[config.mk]
export PLATFORM = sky130hd
export DESIGN_NAME = job_slot_dispatch_table
export DESIGN_NICKNAME = d
export VERILOG_FILES = /design/src/rtl/jsdt_pkg.sv /design/src/rtl/job_slot_dispatch_table.sv /design/src/rtl/jsdt_store.sv
export SDC_FILE = /design/constraint.sdc
export NUM_CORES = 2
export LEC_CHECK = 0
export ABC_AREA = 1
export BUFFER_PORTS_ARGS = -buffer_cell sky130_fd_sc_hd__buf_2
export CORE_UTILIZATION = 38
export DETAILED_ROUTE_END_ITERATION = 12
export HOLD_SLACK_MARGIN = 0.05
export SYNTH_ARGS = -nofsm -noshare
export SYNTH_HDL_FRONTEND = slang
export SYNTH_SLANG_ARGS = --single-unit
[constraint.sdc]
create_clock -name i_clk -period 11.98 [get_ports i_clk]
set_clock_uncertainty 0.2 [all_clocks]
set_input_delay 1.198 -clock i_clk [delete_from_list [all_inputs] [get_ports i_clk]]
set_output_delay 1.198 -clock i_clk [all_outputs]
set_load 0.02 [all_outputs]
[src/rtl/jsdt_pkg.sv]
// Shared types and codes for the job slot dispatch table.
package jsdt_pkg;

    // Command codes
    localparam logic [2:0] CMD_LOAD   = 3'd0;
    localparam logic [2:0] CMD_CLAIM  = 3'd1;
    localparam logic [2:0] CMD_FINISH = 3'd2;
    localparam logic [2:0] CMD_QUERY  = 3'd3;
    localparam logic [2:0] CMD_RESET  = 3'd4;
    localparam logic [2:0] CMD_READ   = 3'd5;

    // Result status codes
    localparam logic [3:0] STS_OK        = 4'd0;
    localparam logic [3:0] STS_BAD_GEN   = 4'd1;
    localparam logic [3:0] STS_BUSY      = 4'd2;
    localparam logic [3:0] STS_BAD_DESC  = 4'd3;
    localparam logic [3:0] STS_OVERLAP   = 4'd4;
    localparam logic [3:0] STS_TOO_MANY  = 4'd5;
    localparam logic [3:0] STS_NONE_RDY  = 4'd6;
    localparam logic [3:0] STS_BAD_INDEX = 4'd7;
    localparam logic [3:0] STS_WRONG_ST  = 4'd8;
    localparam logic [3:0] STS_NOT_TERM  = 4'd9;
    localparam logic [3:0] STS_BAD_CMD   = 4'd10;

    // Configuration register indexes
    localparam logic [7:0] CFG_TYPE_MIN    = 8'd0;
    localparam logic [7:0] CFG_TYPE_MAX    = 8'd1;
    localparam logic [7:0] CFG_HANDLER_MIN = 8'd2;
    localparam logic [7:0] CFG_HANDLER_MAX = 8'd3;

    typedef enum logic [2:0] {
        SL_EMPTY     = 3'd0,
        SL_READY     = 3'd1,
        SL_CL_MASTER = 3'd2,
        SL_CL_SLAVE  = 3'd3,
        SL_DONE      = 3'd4,
        SL_FAILED    = 3'd5
    } t_slot_st;

    typedef enum logic [2:0] {
        S_IDLE,
        S_CHK,
        S_RD,
        S_CMP,
        S_FIN
    } t_state;

    typedef struct packed {
        logic [2:0]  cmd;
        logic [31:0] generation;
        logic [31:0] job_generation;
        logic [7:0]  job_type;
        logic [15:0] handler_id;
        logic [15:0] input_items;
        logic [31:0] span_offset;
        logic [31:0] span_length;
        logic        last;
        logic [7:0]  slot_index;
        logic        requester;
        logic        success;
    } t_in_item;

    typedef struct packed {
        logic        ok;
        logic [3:0]  status;
        logic [7:0]  granted_slot;
        logic [7:0]  out_type;
        logic [15:0] out_handler;
        logic [15:0] out_input_items;
        logic [31:0] out_span_offset;
        logic [31:0] out_span_length;
    } t_out_item;

    // One stored descriptor, with its precomputed span end
    typedef struct packed {
        logic [7:0]  job_type;
        logic [15:0] handler_id;
        logic [15:0] input_items;
        logic [31:0] span_offset;
        logic [31:0] span_length;
        logic [32:0] span_end;
    } t_store;

endpackage

[src/rtl/job_slot_dispatch_table.sv]
// Job slot dispatch table top level: sequencer, slot states and result register.
//
//  channel  | direction | handshake                 | payload
//  ---------+-----------+---------------------------+------------------------
//  in       | in        | i_valid / o_stall         | i_in  (t_in_item)
//  out      | out       | o_valid / i_stall         | o_out (t_out_item)
//  cfg      | in        | i_cfg_valid / o_cfg_ready | i_cfg_index, i_cfg_data
//
// An item passes from transfer to the result register through S_CHK, then k visits
// of the shared compare unit, then S_FIN, where k is the number of slots the unit visits
// (k <= SLOT_COUNT): load scans staged spans, claim and terminal queries scan live
// slots. Each visit is a memory read state (S_RD) followed by a compare state (S_CMP).
// Read job passes through S_RD but no compare. Reset is synchronous and empties all slots at once.
// The input stalls while an item is in work; a finished result waits in the output
// register.
module job_slot_dispatch_table #(
    parameter int SLOT_COUNT = 16
) (
    input  logic                 i_clk,
    input  logic                 i_rst_n,
    input  logic                 i_valid,
    output logic                 o_stall,
    input  jsdt_pkg::t_in_item   i_in,
    output logic                 o_valid,
    input  logic                 i_stall,
    output jsdt_pkg::t_out_item  o_out,
    input  logic                 i_cfg_valid,
    output logic                 o_cfg_ready,
    input  logic [7:0]           i_cfg_index,
    input  logic [15:0]          i_cfg_data
);

    localparam int IW = (SLOT_COUNT > 1) ? $clog2(SLOT_COUNT) : 1;
    localparam int CW = $clog2(SLOT_COUNT + 1);
    localparam logic [CW-1:0] SLOTS = CW'(SLOT_COUNT);

    jsdt_pkg::t_state    r_state, n_state;
    jsdt_pkg::t_in_item  r_item;
    jsdt_pkg::t_out_item r_out, n_out;
    jsdt_pkg::t_slot_st  r_slot [SLOT_COUNT];
    jsdt_pkg::t_store    mem_q, wdata;

    logic [7:0]    r_type_min, r_type_max;
    logic [15:0]   r_hnd_min, r_hnd_max;
    logic [31:0]   r_bgen;
    logic [CW-1:0] r_live, r_staged;
    logic [3:0]    r_serr;
    logic [IW-1:0] r_ptr;
    logic          r_hit;
    logic [32:0]   r_end;
    logic          r_ov;

    logic          started, gen_ok, idx_ok, gen_bad_load, desc_bad, full;
    logic          load_scan, need_scan, ptr_last, cmp_hit, out_free, fin_go, mem_we;
    logic [CW-1:0] scan_n, staged_new;
    logic [3:0]    f_err, f_status;
    logic          f_store;
    jsdt_pkg::t_slot_st cur_slot, want_claim;

    // Descriptor store
    jsdt_store #(
        .DEPTH (SLOT_COUNT),
        .AW    (IW)
    ) u_store (
        .i_clk   (i_clk),
        .i_we    (mem_we),
        .i_waddr (r_staged[IW-1:0]),
        .i_wdata (wdata),
        .i_raddr (r_ptr),
        .o_rdata (mem_q)
    );

    assign wdata.job_type    = r_item.job_type;
    assign wdata.handler_id  = r_item.handler_id;
    assign wdata.input_items = r_item.input_items;
    assign wdata.span_offset = r_item.span_offset;
    assign wdata.span_length = r_item.span_length;
    assign wdata.span_end    = r_end;

    // Decode the held item against table state
    always_comb begin
        started      = (r_staged != '0) || (r_serr != jsdt_pkg::STS_OK);
        gen_ok       = (r_live != '0) && (r_item.generation != '0) &&
                       (r_item.generation == r_bgen);
        idx_ok       = 9'(r_item.slot_index) < 9'(r_live);
        gen_bad_load = (r_item.generation == '0) ||
                       (started && (r_item.generation != r_bgen));
        desc_bad     = (r_item.job_generation != r_item.generation) ||
                       (r_item.job_type < r_type_min) || (r_item.job_type > r_type_max) ||
                       (r_item.handler_id < r_hnd_min) || (r_item.handler_id > r_hnd_max) ||
                       (r_item.input_items == '0) || (r_item.span_length == '0);
        full         = r_staged >= SLOTS;
        load_scan    = (r_live == '0) && (r_serr == jsdt_pkg::STS_OK) && !gen_bad_load &&
                       !full && !desc_bad && (r_staged != '0);
        case (r_item.cmd)
            jsdt_pkg::CMD_LOAD:  need_scan = load_scan;
            jsdt_pkg::CMD_CLAIM,
            jsdt_pkg::CMD_QUERY,
            jsdt_pkg::CMD_RESET: need_scan = gen_ok;
            default:             need_scan = 1'b0;
        endcase
        scan_n   = (r_item.cmd == jsdt_pkg::CMD_LOAD) ? r_staged : r_live;
        ptr_last = (CW'(r_ptr) + CW'(1)) == scan_n;
        cur_slot = r_slot[r_ptr];
        want_claim = r_item.requester ? jsdt_pkg::SL_CL_SLAVE : jsdt_pkg::SL_CL_MASTER;
    end

    // Shared compare unit: overlap, ready or non-terminal test per visit
    always_comb begin
        case (r_item.cmd)
            jsdt_pkg::CMD_LOAD:  cmp_hit = ({1'b0, mem_q.span_offset} < r_end) &&
                                           ({1'b0, r_item.span_offset} < mem_q.span_end);
            jsdt_pkg::CMD_CLAIM: cmp_hit = cur_slot == jsdt_pkg::SL_READY;
            default:             cmp_hit = (cur_slot != jsdt_pkg::SL_DONE) &&
                                           (cur_slot != jsdt_pkg::SL_FAILED);
        endcase
    end

    // Build the result of the held item
    always_comb begin
        f_err   = jsdt_pkg::STS_OK;
        f_store = 1'b0;
        n_out   = '0;
        case (r_item.cmd)
            jsdt_pkg::CMD_LOAD: begin
                if (r_live != '0) begin
                    f_status = jsdt_pkg::STS_BUSY;
                end else begin
                    if (r_serr != jsdt_pkg::STS_OK) begin
                        f_err = r_serr;
                    end else if (gen_bad_load) begin
                        f_err = jsdt_pkg::STS_BAD_GEN;
                    end else if (full) begin
                        f_err = jsdt_pkg::STS_TOO_MANY;
                    end else if (desc_bad) begin
                        f_err = jsdt_pkg::STS_BAD_DESC;
                    end else if (r_hit) begin
                        f_err = jsdt_pkg::STS_OVERLAP;
                    end else begin
                        f_store = 1'b1;
                    end
                    f_status = f_err;
                end
            end
            jsdt_pkg::CMD_CLAIM: begin
                if (!gen_ok) begin
                    f_status = jsdt_pkg::STS_BAD_GEN;
                end else if (r_hit) begin
                    f_status = jsdt_pkg::STS_OK;
                    n_out.granted_slot = 8'(r_ptr);
                end else begin
                    f_status = jsdt_pkg::STS_NONE_RDY;
                end
            end
            jsdt_pkg::CMD_FINISH: begin
                if (!gen_ok)                f_status = jsdt_pkg::STS_BAD_GEN;
                else if (!idx_ok)           f_status = jsdt_pkg::STS_BAD_INDEX;
                else if (cur_slot != want_claim) f_status = jsdt_pkg::STS_WRONG_ST;
                else                        f_status = jsdt_pkg::STS_OK;
            end
            jsdt_pkg::CMD_QUERY,
            jsdt_pkg::CMD_RESET: begin
                if (!gen_ok)     f_status = jsdt_pkg::STS_BAD_GEN;
                else if (r_hit)  f_status = jsdt_pkg::STS_NOT_TERM;
                else             f_status = jsdt_pkg::STS_OK;
            end
            jsdt_pkg::CMD_READ: begin
                if (!gen_ok) begin
                    f_status = jsdt_pkg::STS_BAD_GEN;
                end else if (!idx_ok) begin
                    f_status = jsdt_pkg::STS_BAD_INDEX;
                end else if (cur_slot != jsdt_pkg::SL_DONE) begin
                    f_status = jsdt_pkg::STS_WRONG_ST;
                end else begin
                    f_status              = jsdt_pkg::STS_OK;
                    n_out.granted_slot    = r_item.slot_index;
                    n_out.out_type        = mem_q.job_type;
                    n_out.out_handler     = mem_q.handler_id;
                    n_out.out_input_items = mem_q.input_items;
                    n_out.out_span_offset = mem_q.span_offset;
                    n_out.out_span_length = mem_q.span_length;
                end
            end
            default: f_status = jsdt_pkg::STS_BAD_CMD;
        endcase
        n_out.ok     = f_status == jsdt_pkg::STS_OK;
        n_out.status = f_status;
        staged_new   = r_staged + CW'(f_store);
    end

    // Sequencer next state
    always_comb begin
        n_state = r_state;
        case (r_state)
            jsdt_pkg::S_IDLE: if (i_valid) n_state = jsdt_pkg::S_CHK;
            jsdt_pkg::S_CHK: begin
                if (need_scan || ((r_item.cmd == jsdt_pkg::CMD_READ) && gen_ok && idx_ok))
                    n_state = jsdt_pkg::S_RD;
                else
                    n_state = jsdt_pkg::S_FIN;
            end
            jsdt_pkg::S_RD: begin
                n_state = (r_item.cmd == jsdt_pkg::CMD_READ) ? jsdt_pkg::S_FIN
                                                             : jsdt_pkg::S_CMP;
            end
            jsdt_pkg::S_CMP: begin
                n_state = (cmp_hit || ptr_last) ? jsdt_pkg::S_FIN : jsdt_pkg::S_RD;
            end
            jsdt_pkg::S_FIN: if (out_free) n_state = jsdt_pkg::S_IDLE;
            default: n_state = jsdt_pkg::S_IDLE;
        endcase
    end

    // Sequencer outputs
    always_comb begin
        out_free    = !r_ov || !i_stall;
        o_stall     = r_state != jsdt_pkg::S_IDLE;
        fin_go      = (r_state == jsdt_pkg::S_FIN) && out_free;
        mem_we      = fin_go && (r_item.cmd == jsdt_pkg::CMD_LOAD) && (r_live == '0) &&
                      f_store;
        o_cfg_ready = 1'b1;
        o_valid     = r_ov;
        o_out       = r_out;
    end

    // Control registers
    always_ff @(posedge i_clk) begin
        if (!i_rst_n) begin
            r_state    <= jsdt_pkg::S_IDLE;
            r_type_min <= 8'd0;
            r_type_max <= 8'hFF;
            r_hnd_min  <= 16'd0;
            r_hnd_max  <= 16'hFFFF;
            r_bgen     <= '0;
            r_live     <= '0;
            r_staged   <= '0;
            r_serr     <= jsdt_pkg::STS_OK;
            r_ov       <= 1'b0;
            for (int i = 0; i < SLOT_COUNT; i++) begin
                r_slot[i] <= jsdt_pkg::SL_EMPTY;
            end
        end else begin
            r_state <= n_state;

            // Take configuration writes
            if (i_cfg_valid) begin
                case (i_cfg_index)
                    jsdt_pkg::CFG_TYPE_MIN:    r_type_min <= i_cfg_data[7:0];
                    jsdt_pkg::CFG_TYPE_MAX:    r_type_max <= i_cfg_data[7:0];
                    jsdt_pkg::CFG_HANDLER_MIN: r_hnd_min  <= i_cfg_data;
                    jsdt_pkg::CFG_HANDLER_MAX: r_hnd_max  <= i_cfg_data;
                    default: ;
                endcase
            end

            // Drop the result once taken
            if (r_ov && !i_stall) begin
                r_ov <= 1'b0;
            end

            // Apply the held item's effects
            if (fin_go) begin
                r_ov <= 1'b1;
                case (r_item.cmd)
                    jsdt_pkg::CMD_LOAD: begin
                        if (r_live == '0) begin
                            if ((r_serr == jsdt_pkg::STS_OK) && !gen_bad_load && !started)
                                r_bgen <= r_item.generation;
                            if (r_item.last) begin
                                if (f_err != jsdt_pkg::STS_OK) begin
                                    r_bgen <= '0;
                                end else begin
                                    for (int i = 0; i < SLOT_COUNT; i++) begin
                                        if (CW'(i) < staged_new)
                                            r_slot[i] <= jsdt_pkg::SL_READY;
                                    end
                                    r_live <= staged_new;
                                end
                                r_staged <= '0;
                                r_serr   <= jsdt_pkg::STS_OK;
                            end else begin
                                r_staged <= staged_new;
                                r_serr   <= f_err;
                            end
                        end
                    end
                    jsdt_pkg::CMD_CLAIM: begin
                        if (gen_ok && r_hit) r_slot[r_ptr] <= want_claim;
                    end
                    jsdt_pkg::CMD_FINISH: begin
                        if (f_status == jsdt_pkg::STS_OK)
                            r_slot[r_ptr] <= r_item.success ? jsdt_pkg::SL_DONE
                                                            : jsdt_pkg::SL_FAILED;
                    end
                    jsdt_pkg::CMD_RESET: begin
                        if (f_status == jsdt_pkg::STS_OK) begin
                            for (int i = 0; i < SLOT_COUNT; i++) begin
                                r_slot[i] <= jsdt_pkg::SL_EMPTY;
                            end
                            r_live <= '0;
                            r_bgen <= '0;
                        end
                    end
                    default: ;
                endcase
            end
        end
    end

    // Payload registers: held item, scan pointer, hit flag, span end, result
    always_ff @(posedge i_clk) begin
        if ((r_state == jsdt_pkg::S_IDLE) && i_valid) begin
            r_item <= i_in;
        end
        case (r_state)
            jsdt_pkg::S_CHK: begin
                r_hit <= 1'b0;
                r_end <= {1'b0, r_item.span_offset} + {1'b0, r_item.span_length};
                r_ptr <= need_scan ? '0 : r_item.slot_index[IW-1:0];
            end
            jsdt_pkg::S_CMP: begin
                if (cmp_hit)        r_hit <= 1'b1;
                else if (!ptr_last) r_ptr <= r_ptr + IW'(1);
            end
            default: ;
        endcase
        if (fin_go) begin
            r_out <= n_out;
        end
    end

    // Checks on table bookkeeping and sequencing
    a_live_bound: assert property (@(posedge i_clk) disable iff (!i_rst_n)
        r_live <= SLOTS)
        else $error("live count exceeds slot count");

    a_stage_idle: assert property (@(posedge i_clk) disable iff (!i_rst_n)
        (r_staged != '0) |-> (r_live == '0))
        else $error("staging while a batch is live");

    a_cmp_after_rd: assert property (@(posedge i_clk) disable iff (!i_rst_n)
        (r_state == jsdt_pkg::S_CMP) |-> ($past(r_state) == jsdt_pkg::S_RD))
        else $error("compare without a preceding memory read");

endmodule

[src/rtl/jsdt_store.sv]
// Descriptor memory: one write port, one read port with registered data.
module jsdt_store #(
    parameter int DEPTH = 16,
    parameter int AW    = 4
) (
    input  logic             i_clk,
    input  logic             i_we,
    input  logic [AW-1:0]    i_waddr,
    input  jsdt_pkg::t_store i_wdata,
    input  logic [AW-1:0]    i_raddr,
    output jsdt_pkg::t_store o_rdata
);

    jsdt_pkg::t_store r_mem [DEPTH];
    jsdt_pkg::t_store r_q;

    // Write and read the array
    always_ff @(posedge i_clk) begin
        if (i_we) begin
            r_mem[i_waddr] <= i_wdata;
        end
        r_q <= r_mem[i_raddr];
    end

    assign o_rdata = r_q;

endmodule
==> flow_summary.ini <==
[global_route]
grt_pass1_vias = 70500
globalRoute.totalOverflow = 0
grt_pass1_wl_um = 469000
antenna_violations_before_repair = 39
globalRouteTotalUtil_pct = 21.2
pin_count_of_the_biggest_net_entering_global_routing = 225

[pwr]
switching_power_of_the_nets_mw = 5.38
vdd_drop_max_v = 0.000134
power.internal_mw = 16.7
power.clock.fraction_pct = 41.1
power-per-cell-area_mw_per_mm2 = 174
p_leak_nw = 43.9
seq_power_share_pct = 51.1
combPwrFrac_pct = 7.8
switching_share_pct = 24.4

[worst_setup_path]
critical_path.startpoint_type = flip-flop
crit_fanout = 82
timing.critical_path.cells = ha_1 -> nand2_1 -> inv_1 -> nand2_1 -> nand2_1 -> nand2_1 -> nand2_1 -> nand2_1 -> nand2_1 -> nor3_1 -> nand3_1 -> nor3_1 -> nand2_1 -> inv_1 -> nand3_1 -> nor2_4 -> buf_4 -> buf_12
crit_arrival_ns = 6.22
critical_path.top_delay_family = simple AND/OR/NAND/NOR gates
critical_path.most_common_cell = sky130_fd_sc_hd__nand2_1
setup.worst_path.class = reg -> reg
critical_path.slowest_cell = sky130_fd_sc_hd__edfxtp_1
critical_path.endpoint_type = flip-flop
critical_path.max_stage_delay_ns = 0.80
required_ns = 12.28
path_buf_inv = 4

[clock_tree]
cts_max_level = 5
clkSinkCount = 2816
cts_resized = 0
cts_tree = built
cts_post_setup_buffers_inserted = 0
clock_path_buffers = 4
clock_insertion_delay_worst_skew_ns = 0.93
path_clk_slew_ns = 0.06
post_cts_hold_buffer_count = 0
cts_root_buffer = sky130_fd_sc_hd__clkbuf_16
cts-buffers-inserted = 301

[synthesis]
synth_enable_flop_cells = 2577
post_synth.cell_area_avg_um2 = 12.4
post_synth_inst_count = 8976
synth_seq_cells = 2816
synth.distinct_cells = 54
yosys_most_used_dff = sky130_fd_sc_hd__edfxtp_1
synth.yosys.seq_area_share_pct = 73.7
ys_warn_count = 0
async_reset_ff_share_pct = 0
post_synth_instance_area_mm2 = 0.111

[sta]
maxSlewViolCount = 0
max_freq_ghz = 0.169
whs_ns = 0.247
relSlewSlack_pct = 12.1
tightest_slew_ns = 1.32
final_min_period_over_clock_period_pct = 49.4
timing.setup.tns_ns = 0
timing.final.setup_violations = 0
final.setup.worst_slack_ns = 6.06
grt_setup_unrepaired = false
final.min_clock_period_ns = 5.92
final_hold_viol_count = 0

[placed_design]
placed_cell_area_mm2 = 0.117
gpl.final_weighted_congestion = 0.906
dp_hpwl_um = 176000
buffer_ports.inserted = 329
post-place-ws_ns = 6.14

[final_layout]
flow.area_growth_from_synthesis_pct = 13.9
layout.cells.most_common_list = sky130_fd_sc_hd__edfxtp_1, sky130_fd_sc_hd__nor2_1, sky130_fd_sc_hd__o21ai_0
mostFrequentLayoutCell = sky130_fd_sc_hd__edfxtp_1
finalInstanceArea_mm2 = 0.127
layout.nets = 9593
final_layout_size_suffix_gt1_share_pct = 9.87

[floorplan]
die-area_mm2 = 0.295
design.portCount = 331
initial_core_util_pct = 38.2
placement_rows = 198
chipWidth_um = 543
die_y_um = 543
core_mm2 = 0.291

[route]
drc = 0
wirelength_um = 322000
wire_per_inst_um = 24.1
drt_first_pass_iters = 7
route.antenna.remaining_nets = 0
detail_route.vias_per_cell = 5.46
drt_first_iter_violations = 8299
routed-via-count = 73100

[job]
cap_viol_max_count = 0

[run_status]
status = completed

[hold_path]
hold_path.class = in -> reg
cells in the mapped netlist, types with 4 or more instances:
| library cell | number | share of area, % |
|---|---|---|
| sky130_fd_sc_hd__edfxtp_1 | 2577 | 69 |
| sky130_fd_sc_hd__nor2_1 | 1482 | 5.0 |
| sky130_fd_sc_hd__o21ai_0 | 1217 | 5.5 |
| sky130_fd_sc_hd__nand2_1 | 1081 | 3.6 |
| sky130_fd_sc_hd__o22ai_1 | 551 | 3.1 |
| sky130_fd_sc_hd__clkbuf_1 | 443 | 1.5 |
| sky130_fd_sc_hd__inv_1 | 440 | 1.5 |
| sky130_fd_sc_hd__dfxtp_1 | 239 | 4.3 |
| sky130_fd_sc_hd__nand4_1 | 174 | 0.98 |
| sky130_fd_sc_hd__nand3_1 | 169 | 0.76 |
| sky130_fd_sc_hd__ha_1 | 150 | 1.7 |
| sky130_fd_sc_hd__a21oi_1 | 128 | 0.57 |
| sky130_fd_sc_hd__xnor2_1 | 60 | 0.47 |
| sky130_fd_sc_hd__xor2_1 | 34 | 0.27 |
| sky130_fd_sc_hd__buf_1 | 29 | 0.098 |
| sky130_fd_sc_hd__o211ai_1 | 27 | 0.18 |
| sky130_fd_sc_hd__nor3_1 | 19 | 0.085 |
| sky130_fd_sc_hd__buf_2 | 18 | 0.081 |
| sky130_fd_sc_hd__o21ai_1 | 18 | 0.081 |
| sky130_fd_sc_hd__nor2_2 | 14 | 0.079 |
| sky130_fd_sc_hd__o21a_1 | 11 | 0.074 |
| sky130_fd_sc_hd__nor4_1 | 8 | 0.045 |
| sky130_fd_sc_hd__buf_6 | 7 | 0.071 |
| sky130_fd_sc_hd__nand2_2 | 7 | 0.039 |
| sky130_fd_sc_hd__and2_1 | 6 | 0.034 |
| sky130_fd_sc_hd__o221ai_1 | 6 | 0.047 |
| sky130_fd_sc_hd__a21o_1 | 5 | 0.034 |
| sky130_fd_sc_hd__inv_2 | 5 | 0.017 |
| sky130_fd_sc_hd__a31oi_1 | 4 | 0.022 |
| sky130_fd_sc_hd__clkinv_1 | 4 | 0.013 |
power groups by stage:
stage / logic (mW) / clock network (mW) / registers, mW
global route: 1.88 / 9.57 / 11.3
global placement: 1.68 / 0 / 11.5
detailed placement: 1.70 / 0 / 11.5
CTS: 1.71 / 9.20 / 11.3
finish: 1.72 / 9.06 / 11.3
floorplan: 1.02 / 0 / 11.4
cell type report:
| cell class | count | area, um2 |
|---|---|---|
| fillers | 26500 | 164000 |
| flip-flops and latches | 2816 | 82200 |
| multi-input cells | 5213 | 25800 |
| clock buffers | 398 | 8170 |
| well taps | 3900 | 4880 |
| repair buffers | 450 | 2830 |
| inverters | 449 | 1710 |
| clock inverters | 146 | 1380 |
| diodes | 12 | 30.0 |
path summary, 6_finish.rpt:
path,startpoint,slack (ns),cells after the start,end
setup / recovery,r_item[110],6.06,18,u_store.r_mem[10][113]
hold / removal,i_in[24],0.25,1,r_item[24]
setup reg to reg,r_item[110],6.06,18,u_store.r_mem[10][113]
hold reg to reg,r_hnd_min[3],0.26,2,r_hnd_min[3]
layer usage:
| metal | track usage, % | vias up | share of wire, % |
|---|---|---|---|
| li1 | - | 32800 | - |
| met1 | 29.2 | 36600 | 42 |
| met2 | 34.1 | 3188 | 46 |
| met3 | 3.73 | 505 | 8.5 |
| met4 | 6.98 | 22 | 3.2 |
| met5 | 0 | - | 0.038 |
registers in the layout (all words and copies together) (netlist names), 5 cells and up, named ones only:
name / cells
o_out: 117
r_slot: 48
r_end: 33
r_bgen: 32
r_item: 182
r_live: 5
r_type_max: 8
u_store.r_mem: 2192
r_hnd_max: 16
r_hnd_min: 16
u_store.o_rdata: 137
r_type_min: 8
r_staged: 5
cells by family after synthesis:
| kind of cell | synth area share, % |
|---|---|
| flops | 73.7 |
| xor+xnor | 0.739 |
| fa+ha+maj | 1.70 |
| other cells | 0.00674 |
| compound gates | 9.72 |
| simple gates | 10.8 |
| buf+inv | 3.27 |
metrics by stage:
| stage | utilization, % | std cells | power [mW] |
|---|---|---|---|
| floorplan | - | 8978 | 12.4 |
| detailed placement | 40.3 | 12800 | 13.2 |
| CTS | 43.6 | 13400 | 22.2 |
| finish | 43.6 | 13400 | 22.1 |
| global route | 43.6 | 13400 | 22.7 |
| global placement | 40.3 | 12800 | 13.1 |
(Power assumes the default switching activity.)
